**config.mk**
```make
export PLATFORM = sky130hd
export DESIGN_NAME = cursor_text_buffer
export DESIGN_NICKNAME = d
export VERILOG_FILES = /design/src/rtl/ctb_pkg.sv /design/src/rtl/ctb_datapath.sv /design/src/rtl/ctb_ctrl.sv /design/src/rtl/cursor_text_buffer.sv
export VERILOG_INCLUDE_DIRS = /design/src /design/src/rtl
export SDC_FILE = /design/constraint.sdc
export NUM_CORES = 1
export LEC_CHECK = 0
export BUFFER_PORTS_ARGS = -buffer_cell sky130_fd_sc_hd__buf_2
export CAP_MARGIN = 30
export CORE_MARGIN = 2
export CORE_UTILIZATION = 51
export DETAILED_ROUTE_END_ITERATION = 8
export PLACE_DENSITY = 0.71
export SLEW_MARGIN = 20
export SYNTH_ARGS = -nofsm -noshare
export SYNTH_HDL_FRONTEND = slang
export SYNTH_SLANG_ARGS = --single-unit
export TNS_END_PERCENT = 100
```
**constraint.sdc**
```tcl
create_clock -name clock -period 5.8 [get_ports clock]
set_clock_uncertainty 0.15 [all_clocks]
set_input_delay 0.29 -clock clock [delete_from_list [all_inputs] [get_ports clock]]
set_output_delay 0.29 -clock clock [all_outputs]
set_load 0.05 [all_outputs]
```
**src/rtl/cursor_text_buffer_macros.svh**
```systemverilog
// Assertion macros for the cursor text buffer.
// Used by the RTL files that carry concurrent assertions; no other dependencies.
`ifndef CURSOR_TEXT_BUFFER_MACROS_SVH
`define CURSOR_TEXT_BUFFER_MACROS_SVH

// Same-cycle implication, sampled on the rising clock edge, muted in reset.
`define CTB_ASSERT_IMPLY(label, clk, rst, ante, cons) \
   label: assert property (@(posedge clk) disable iff (rst) (ante) |-> (cons)) \
      else $error("cursor_text_buffer: assertion failed");

// Next-cycle implication, sampled on the rising clock edge, muted in reset.
`define CTB_ASSERT_NEXT(label, clk, rst, ante, cons) \
   label: assert property (@(posedge clk) disable iff (rst) (ante) |=> (cons)) \
      else $error("cursor_text_buffer: assertion failed");

`endif

```
**src/rtl/ctb_pkg.sv**
```systemverilog
// Shared types and constants for the cursor text buffer.
// No dependencies; imported by the controller, the datapath and the top level.
`default_nettype none

package ctb_pkg;

   localparam int CAPACITY = 32;
   localparam int ADDR_W   = $clog2(CAPACITY);
   localparam int CNT_W    = $clog2(CAPACITY + 1);

   localparam logic [CNT_W-1:0] CAP_CNT   = CNT_W'(CAPACITY);
   localparam logic [7:0]       CHAR_LO   = 8'd32;
   localparam logic [7:0]       CHAR_HI   = 8'd126;
   localparam logic [6:0]       MARK_CHAR = 7'd124;

   typedef enum logic [2:0] {
      OP_INSERT = 3'd0,
      OP_DELETE = 3'd1,
      OP_LEFT   = 3'd2,
      OP_RIGHT  = 3'd3,
      OP_READ   = 3'd4
   } op_type;

   typedef enum logic [1:0] {
      STS_OK        = 2'd0,
      STS_BAD_CHAR  = 2'd1,
      STS_FULL      = 2'd2
   } status_type;

   typedef enum logic [1:0] {
      CNT_HOLD = 2'd0,
      CNT_INC  = 2'd1,
      CNT_DEC  = 2'd2
   } cnt_op_type;

   typedef enum logic [1:0] {
      RD_LEFT_TOP  = 2'd0,
      RD_RIGHT_TOP = 2'd1,
      RD_WALK      = 2'd2
   } rd_sel_type;

   typedef enum logic {
      WR_AT_LEFT = 1'b0,
      WR_AT_GAP  = 1'b1
   } wr_sel_type;

   typedef enum logic {
      WD_CHAR  = 1'b0,
      WD_FETCH = 1'b1
   } wd_sel_type;

   typedef enum logic [1:0] {
      EM_ACK  = 2'd0,
      EM_TEXT = 2'd1,
      EM_MARK = 2'd2
   } emit_type;

   typedef struct packed {
      logic       latch_req;
      logic       rd_en;
      rd_sel_type rd_sel;
      logic       wr_en;
      wr_sel_type wr_sel;
      wd_sel_type wd_sel;
      cnt_op_type left_op;
      cnt_op_type right_op;
      logic       emit;
      emit_type   emit_kind;
      status_type status;
      logic       walk_load_left;
      logic       walk_load_right;
      logic       walk_step;
   } cmd_type;

   typedef struct packed {
      logic [2:0] op;
      logic       printable;
      logic       full;
      logic       left_zero;
      logic       right_zero;
      logic       walk_last;
      logic       walk_right;
      logic       out_free;
   } sts_type;

endpackage

`default_nettype wire

```
**src/rtl/ctb_datapath.sv**
```systemverilog
// Datapath of the cursor text buffer: request latch, character store,
// cursor counters, read-out walker and result register. Depends on ctb_pkg.
`default_nettype none

`include "cursor_text_buffer_macros.svh"

module ctb_datapath
   import ctb_pkg::*;
(
   input  wire logic        clock,
   input  wire logic        reset,
   input  wire logic [15:0] req_tdata,
   input  wire cmd_type     cmd,
   output sts_type          sts,
   output logic             rsp_tvalid,
   input  wire logic        rsp_tready,
   output logic [23:0]      rsp_tdata,
   output logic             rsp_tlast,
   output logic             rsp_tuser
);

   logic [2:0]        op_ff;
   logic [7:0]        char_ff;
   logic [6:0]        store_ff [CAPACITY];
   logic [6:0]        rd_data_ff;
   logic [CNT_W-1:0]  left_ff, left_in;
   logic [CNT_W-1:0]  right_ff, right_in;
   logic [ADDR_W-1:0] walk_ptr_ff;
   logic [CNT_W-1:0]  walk_rem_ff;
   logic              walk_right_ff;
   logic              out_valid_ff, out_valid_in;
   logic [1:0]        out_status_ff;
   logic [6:0]        out_char_ff;
   logic              out_mark_ff;
   logic              out_last_ff;
   logic [CNT_W-1:0]  out_left_ff;
   logic [CNT_W-1:0]  out_right_ff;
   logic [CNT_W:0]    fill_sum;
   logic [CNT_W-1:0]  left_m1;
   logic [CNT_W-1:0]  gap_top;
   logic [CNT_W-1:0]  gap_m1;
   logic [ADDR_W-1:0] rd_addr;
   logic [ADDR_W-1:0] wr_addr;
   logic [6:0]        wr_data;
   logic              out_free;

   assign fill_sum = {1'b0, left_ff} + {1'b0, right_ff};
   assign left_m1  = left_ff - CNT_W'(1);
   assign gap_top  = CAP_CNT - right_ff;
   assign gap_m1   = gap_top - CNT_W'(1);
   assign out_free = !out_valid_ff || rsp_tready;

   assign sts.op         = op_ff;
   assign sts.printable  = (char_ff >= CHAR_LO) && (char_ff <= CHAR_HI);
   assign sts.full       = fill_sum >= (CNT_W+1)'(CAPACITY);
   assign sts.left_zero  = left_ff == '0;
   assign sts.right_zero = right_ff == '0;
   assign sts.walk_last  = walk_rem_ff == CNT_W'(1);
   assign sts.walk_right = walk_right_ff;
   assign sts.out_free   = out_free;

   always_comb begin
      case (cmd.rd_sel)
         RD_LEFT_TOP:  rd_addr = left_m1[ADDR_W-1:0];
         RD_RIGHT_TOP: rd_addr = gap_top[ADDR_W-1:0];
         RD_WALK:      rd_addr = walk_ptr_ff;
         default:      rd_addr = walk_ptr_ff;
      endcase
      wr_addr = (cmd.wr_sel == WR_AT_GAP) ? gap_m1[ADDR_W-1:0] : left_ff[ADDR_W-1:0];
      wr_data = (cmd.wd_sel == WD_FETCH) ? rd_data_ff : char_ff[6:0];
   end

   always_comb begin
      case (cmd.left_op)
         CNT_INC: left_in = left_ff + CNT_W'(1);
         CNT_DEC: left_in = left_m1;
         default: left_in = left_ff;
      endcase
      case (cmd.right_op)
         CNT_INC: right_in = right_ff + CNT_W'(1);
         CNT_DEC: right_in = right_ff - CNT_W'(1);
         default: right_in = right_ff;
      endcase
      if (cmd.emit) begin
         out_valid_in = 1'b1;
      end else if (rsp_tready) begin
         out_valid_in = 1'b0;
      end else begin
         out_valid_in = out_valid_ff;
      end
   end

   // store and read port
   always_ff @(posedge clock) begin
      if (cmd.wr_en) begin
         store_ff[wr_addr] <= wr_data;
      end
      if (cmd.rd_en) begin
         rd_data_ff <= store_ff[rd_addr];
      end
   end

   // control registers
   always_ff @(posedge clock) begin
      if (reset) begin
         left_ff      <= '0;
         right_ff     <= '0;
         out_valid_ff <= 1'b0;
      end else begin
         left_ff      <= left_in;
         right_ff     <= right_in;
         out_valid_ff <= out_valid_in;
      end
   end

   // payload registers
   always_ff @(posedge clock) begin
      if (cmd.latch_req) begin
         op_ff   <= req_tdata[2:0];
         char_ff <= req_tdata[10:3];
      end
      if (cmd.walk_load_left) begin
         walk_ptr_ff   <= '0;
         walk_rem_ff   <= left_ff;
         walk_right_ff <= 1'b0;
      end else if (cmd.walk_load_right) begin
         walk_ptr_ff   <= gap_top[ADDR_W-1:0];
         walk_rem_ff   <= right_ff;
         walk_right_ff <= 1'b1;
      end else if (cmd.walk_step) begin
         walk_ptr_ff <= walk_ptr_ff + ADDR_W'(1);
         walk_rem_ff <= walk_rem_ff - CNT_W'(1);
      end
      if (cmd.emit) begin
         out_left_ff  <= left_in;
         out_right_ff <= right_in;
         case (cmd.emit_kind)
            EM_TEXT: begin
               out_status_ff <= STS_OK;
               out_char_ff   <= rd_data_ff;
               out_mark_ff   <= 1'b0;
               out_last_ff   <= walk_right_ff && (walk_rem_ff == CNT_W'(1));
            end
            EM_MARK: begin
               out_status_ff <= STS_OK;
               out_char_ff   <= MARK_CHAR;
               out_mark_ff   <= 1'b1;
               out_last_ff   <= right_ff == '0;
            end
            default: begin
               out_status_ff <= cmd.status;
               out_char_ff   <= '0;
               out_mark_ff   <= 1'b0;
               out_last_ff   <= 1'b1;
            end
         endcase
      end
   end

   assign rsp_tvalid = out_valid_ff;
   assign rsp_tdata  = {3'b000, out_right_ff, out_left_ff, out_char_ff, out_status_ff};
   assign rsp_tlast  = out_last_ff;
   assign rsp_tuser  = out_mark_ff;

   `CTB_ASSERT_IMPLY(a_fill_bound, clock, reset, 1'b1, fill_sum <= (CNT_W+1)'(CAPACITY))
   `CTB_ASSERT_IMPLY(a_emit_free, clock, reset, cmd.emit, out_free)
   `CTB_ASSERT_NEXT(a_walk_keeps_counts, clock, reset, cmd.walk_step,
      $stable(left_ff) && $stable(right_ff))

endmodule

`default_nettype wire

```
**src/rtl/ctb_ctrl.sv**
```systemverilog
// Controller state machine of the cursor text buffer: sequences edits
// and read-out through the datapath. Depends on ctb_pkg.
`default_nettype none

module ctb_ctrl
   import ctb_pkg::*;
(
   input  wire logic    clock,
   input  wire logic    reset,
   input  wire logic    req_tvalid,
   output logic         req_tready,
   input  wire sts_type sts,
   output cmd_type      cmd
);

   typedef enum logic [5:0] {
      ST_IDLE      = 6'b000001,
      ST_DECODE    = 6'b000010,
      ST_SHIFT     = 6'b000100,
      ST_WALK_RD   = 6'b001000,
      ST_WALK_EMIT = 6'b010000,
      ST_MARK      = 6'b100000
   } state_type;

   state_type state_ff, state_in;

   assign req_tready = state_ff == ST_IDLE;

   always_comb begin
      state_in            = state_ff;
      cmd                 = '0;
      cmd.rd_sel          = RD_WALK;
      cmd.wr_sel          = WR_AT_LEFT;
      cmd.wd_sel          = WD_CHAR;
      cmd.left_op         = CNT_HOLD;
      cmd.right_op        = CNT_HOLD;
      cmd.emit_kind       = EM_ACK;
      cmd.status          = STS_OK;
      case (state_ff)
         ST_IDLE: begin
            if (req_tvalid) begin
               cmd.latch_req = 1'b1;
               state_in      = ST_DECODE;
            end
         end
         ST_DECODE: begin
            case (sts.op)
               OP_INSERT: begin
                  if (sts.out_free) begin
                     cmd.emit = 1'b1;
                     if (!sts.printable) begin
                        cmd.status = STS_BAD_CHAR;
                     end else if (sts.full) begin
                        cmd.status = STS_FULL;
                     end else begin
                        cmd.wr_en   = 1'b1;
                        cmd.left_op = CNT_INC;
                     end
                     state_in = ST_IDLE;
                  end
               end
               OP_DELETE: begin
                  if (sts.out_free) begin
                     cmd.emit = 1'b1;
                     if (!sts.left_zero) begin
                        cmd.left_op = CNT_DEC;
                     end
                     state_in = ST_IDLE;
                  end
               end
               OP_LEFT: begin
                  if (!sts.left_zero) begin
                     cmd.rd_en  = 1'b1;
                     cmd.rd_sel = RD_LEFT_TOP;
                     state_in   = ST_SHIFT;
                  end else if (sts.out_free) begin
                     cmd.emit = 1'b1;
                     state_in = ST_IDLE;
                  end
               end
               OP_RIGHT: begin
                  if (!sts.right_zero) begin
                     cmd.rd_en  = 1'b1;
                     cmd.rd_sel = RD_RIGHT_TOP;
                     state_in   = ST_SHIFT;
                  end else if (sts.out_free) begin
                     cmd.emit = 1'b1;
                     state_in = ST_IDLE;
                  end
               end
               OP_READ: begin
                  cmd.walk_load_left = 1'b1;
                  state_in = sts.left_zero ? ST_MARK : ST_WALK_RD;
               end
               default: begin
                  if (sts.out_free) begin
                     cmd.emit = 1'b1;
                     state_in = ST_IDLE;
                  end
               end
            endcase
         end
         ST_SHIFT: begin
            if (sts.out_free) begin
               cmd.emit   = 1'b1;
               cmd.wr_en  = 1'b1;
               cmd.wd_sel = WD_FETCH;
               if (sts.op == OP_LEFT) begin
                  cmd.wr_sel   = WR_AT_GAP;
                  cmd.left_op  = CNT_DEC;
                  cmd.right_op = CNT_INC;
               end else begin
                  cmd.wr_sel   = WR_AT_LEFT;
                  cmd.left_op  = CNT_INC;
                  cmd.right_op = CNT_DEC;
               end
               state_in = ST_IDLE;
            end
         end
         ST_WALK_RD: begin
            cmd.rd_en  = 1'b1;
            cmd.rd_sel = RD_WALK;
            state_in   = ST_WALK_EMIT;
         end
         ST_WALK_EMIT: begin
            if (sts.out_free) begin
               cmd.emit      = 1'b1;
               cmd.emit_kind = EM_TEXT;
               cmd.walk_step = 1'b1;
               if (!sts.walk_last) begin
                  state_in = ST_WALK_RD;
               end else if (sts.walk_right) begin
                  state_in = ST_IDLE;
               end else begin
                  state_in = ST_MARK;
               end
            end
         end
         ST_MARK: begin
            if (sts.out_free) begin
               cmd.emit      = 1'b1;
               cmd.emit_kind = EM_MARK;
               if (sts.right_zero) begin
                  state_in = ST_IDLE;
               end else begin
                  cmd.walk_load_right = 1'b1;
                  state_in            = ST_WALK_RD;
               end
            end
         end
         default: begin
            state_in = ST_IDLE;
         end
      endcase
   end

   always_ff @(posedge clock) begin
      if (reset) begin
         state_ff <= ST_IDLE;
      end else begin
         state_ff <= state_in;
      end
   end

endmodule

`default_nettype wire

```
**src/rtl/cursor_text_buffer.sv**
```systemverilog
// Cursor text buffer: gap-buffer line editor with a cursor; needs ctb_pkg, ctb_ctrl, ctb_datapath.
// Edits (insert, delete, move at an end, unknown op): the request is latched on transfer,
// decoded, and its result loaded; moves first read the store. Read-out reads and then emits
// each character (one read port of the store), with a marker result between the two sides.
// A new request is taken only back in idle; a stalled result holds the controller.
// Reset (synchronous, active high) empties the buffer and drops a pending result.
`default_nettype none

module cursor_text_buffer
   import ctb_pkg::*;
(
   input  wire logic        clock,
   input  wire logic        reset,
   // request channel: one command per transfer
   input  wire logic        req_tvalid,
   output logic             req_tready,
   input  wire logic [15:0] req_tdata,   // [2:0] operation, [10:3] char_in, rest zero
   // result channel: one status per edit, or the text on read-out
   output logic             rsp_tvalid,
   input  wire logic        rsp_tready,
   output logic [23:0]      rsp_tdata,   // [1:0] status, [8:2] text_char,
                                         // [14:9] left_length, [20:15] right_length
   output logic             rsp_tlast,   // final result of this command
   output logic             rsp_tuser    // cursor_mark
);

   cmd_type cmd;
   sts_type sts;

   // Sequence each command: latch on transfer, decode, then read/write the
   // store and load the result register once it is free.
   ctb_ctrl u_ctrl (
      .clock      (clock),
      .reset      (reset),
      .req_tvalid (req_tvalid),
      .req_tready (req_tready),
      .sts        (sts),
      .cmd        (cmd)
   );

   // Hold the store, counters, walker and result register; the result register
   // parts the two sides so a stalled consumer only holds the controller.
   ctb_datapath u_datapath (
      .clock      (clock),
      .reset      (reset),
      .req_tdata  (req_tdata),
      .cmd        (cmd),
      .sts        (sts),
      .rsp_tvalid (rsp_tvalid),
      .rsp_tready (rsp_tready),
      .rsp_tdata  (rsp_tdata),
      .rsp_tlast  (rsp_tlast),
      .rsp_tuser  (rsp_tuser)
   );

endmodule

`default_nettype wire
```
==> impl_metrics.ini <==
[grt]
grt-ovfl-total = 0
grtUsageTotal_pct = 21.9
antenna_found_initial = 0
grt_pass1_vias = 8383
grt_pass1_wl_mm = 48.0
grt_max_degree = 56

[routing]
wire_per_inst_um = 21.4
drt_first_iter_violations = 928
vias = 8715
wl_met2_mm = 14.5
wl_met3_mm = 1.84
remaining_drc_errors = 0
drt-total-wl_mm = 30.8
vias_per_cell = 6.04
routed.top_layer = met4
drt-pass1-iter-count = 6
wl_met1_mm = 13.4
ant_nets = 0

[cells_and_area]
diodes = 0
layout.cells.most_common = edfxtp_1
design_area_um2 = 15000
final_util_pct = 57.8
area_growth_pct = 11.4
fin_nets = 1129
layout_common_cells = edfxtp_1, o211ai_1, nand2_1
drive_gt1_share_pct = 10.7
fin_cells = 1444
fillers = 2088

[clock_network]
cts_setup_buffers = 0
cts_hold_buf = 15
cts_root_buffer = clkbuf_16
cts.sinks = 296
clkTransAtPathRegs_ns = 0.06
numCtsBuffers = 30
insertion_delay_ns = 0.57
htreeDepth = 1
cts_tree = done
cts_resized = 0
clk_path_buf_depth = 3

[placed_design]
place.gp.congestion = 0.898
numPlacedInstances = 1373
pre_cts_ws_ns = 1.18
dpl.hpwl_mm = 20.2
post_dp_cell_area_um2 = 14000
port_buffers = 39

[run_status]
outcome = complete, no violations

[sta]
slew_viol_final = 0
slew_headroom_pct = 37.6
timing.hold.ws_ns = 0.289
final.setup.tns_ns = 0
rsz0062_at_grt = no
fmax_mhz = 213
fin_crit_ns = 4.70
finalSetupViolCount = 0
fin_crit_sh_pct = 81.0
post-route-worst-setup-slack_ns = 1.10
hold_viol = 0
worstMarginPinSlew_ns = 0.929

[synth]
async_reset_ff_share_pct = 0
synth_ff_type = edfxtp_1
ys_seq_area_share_pct = 64.0
yosysUniqueCellTypes = 67
synth_edf_count = 271
synth-seq-cells = 296
synth_area_um2 = 13500
syn_inst = 1050
postSynthAreaPerCell_um2 = 12.9
yosys_warnings = 0

[min_path]
hold_path_class = in -> reg
whs_path_depth = 2

[worst_setup_path]
max_stage_delay_ns = 0.81
cp-start-kind = flop
slowest_stage = or3_2
path_max_fanout = 29
cp_num_buf_inv = 2
cp.depth = 10
crit_family = simple AND/OR/NAND/NOR gates
cp.required_ns = 5.95
cp-end-kind = flop
ff2ff_path_depth = 10
crit_chain = inv_1 > ha_1 > nor3b_2 > and3_1 > or3_2 > mux2i_4 > buf_4 > mux2i_1 > o22ai_1 > nor4_1
crit_arrival_ns = 4.85
crit_type = reg -> reg

[floorplanning]
floorplan.initialDensity_pct = 51.8
die_y_um = 167
dieArea_um2 = 27800
die_x_um = 167
row_count = 59
io_pins = 48
core-area_um2 = 26100

[job]
drv_cap = 0

[power_and_ir_drop]
p_leak_nw = 5.26
total_power_mw = 4.32
peakVddDrop_v = 0.000258
p_per_area_nw_per_um2 = 287
==> logic make-up (layout without fill, tap and decap cells) <==
family / Yosys count / in the layout / synth area share [%]
xor+xnor: 22 / 22 / 1.43
buf+inv: 128 / 185 / 4.20
fa+ha+maj: 23 / 23 / 2.24
compound gates: 254 / 254 / 12.9
other cells: 1 / 3 / 0.0278
simple gates: 253 / 253 / 9.09
mux: 73 / 73 / 6.20
flops: 296 / 296 / 64.0
==> metal layers <==
| layer | track usage (%) | vias to the layer above |
|---|---|---|
| met2 | 35.3 | 316 |
| met5 | 0 | - |
| met1 | 30.7 | 4293 |
| met3 | 3.16 | 63 |
| li1 | - | 4043 |
| met4 | 7.42 | 0 |
==> area by class of cell <==
type / instances / area [um^2] / share of cell area, %
Clock inverter: 17 / 156 / 1.04
Sequential cell: 296 / 8640 / 57.4
Clock buffer: 38 / 781 / 5.19
Multi-Input combinational cell: 628 / 4360 / 29.0
Timing Repair Buffer: 65 / 453 / 3.01
Inverter: 65 / 244 / 1.62
Tap cell: 335 / 419 / 2.79
==> cell usage after synthesis, types with 6 or more instances <==
cell type | instances | area (um^2)
edfxtp_1 | 271 | 8140
o211ai_1 | 83 | 623
nand2_1 | 77 | 289
nor2_1 | 72 | 270
inv_1 | 65 | 244
mux2i_1 | 54 | 541
a21oi_1 | 48 | 240
clkbuf_1 | 30 | 113
dfxtp_1 | 25 | 500
nand3_1 | 24 | 120
o21ai_0 | 23 | 115
ha_1 | 21 | 263
buf_2 | 18 | 90.1
nor3_1 | 16 | 80.1
a211oi_1 | 14 | 105
nor2b_1 | 13 | 81.3
xnor2_1 | 13 | 114
a31oi_1 | 11 | 68.8
mux2_2 | 11 | 124
a22oi_1 | 10 | 75.1
buf_4 | 9 | 67.6
o21ai_1 | 9 | 45.0
o22ai_1 | 9 | 56.3
xor2_1 | 9 | 78.8
and3_1 | 6 | 37.5
mux4_2 | 6 | 135
nand4_1 | 6 | 37.5
o22a_1 | 6 | 52.6
o31ai_1 | 6 | 45.0
or4_1 | 6 | 45.0
==> registers in the layout, indices dropped and copies added, names as in the netlist, 5 cells and up <==
name / cells
u_datapath.walk_rem_ff: 6
u_datapath.out_left_ff: 6
u_datapath.right_ff: 6
u_datapath.char_ff: 8
u_ctrl.state_ff: 6
u_datapath.rd_data_ff: 7
u_datapath.out_right_ff: 6
u_datapath.left_ff: 6
u_datapath.walk_ptr_ff: 5
u_datapath.out_char_ff: 7
u_datapath.store_ff: 224
==> power by group <==
| group | internal [mW] | total [mW] | switching [mW] |
|---|---|---|---|
| combinational | 0.0318 | 0.127 | 0.0952 |
| sequential | 2.35 | 2.36 | 0.00886 |
| clock | 1.04 | 1.83 | 0.790 |
==> worst paths after layout <==
| kind | from | end | slack (ns) |
|---|---|---|---|
| setup / recovery | u_datapath.right_ff[1] | u_datapath.rd_data_ff[5] | 1.10 |
| hold reg to reg | u_datapath.walk_ptr_ff[4] | u_datapath.walk_ptr_ff[4] | 0.36 |
| setup reg to reg | u_datapath.right_ff[1] | u_datapath.rd_data_ff[5] | 1.10 |
| hold / removal | req_tdata[7] | u_datapath.char_ff[4] | 0.29 |
(Power assumes the default switching activity.)
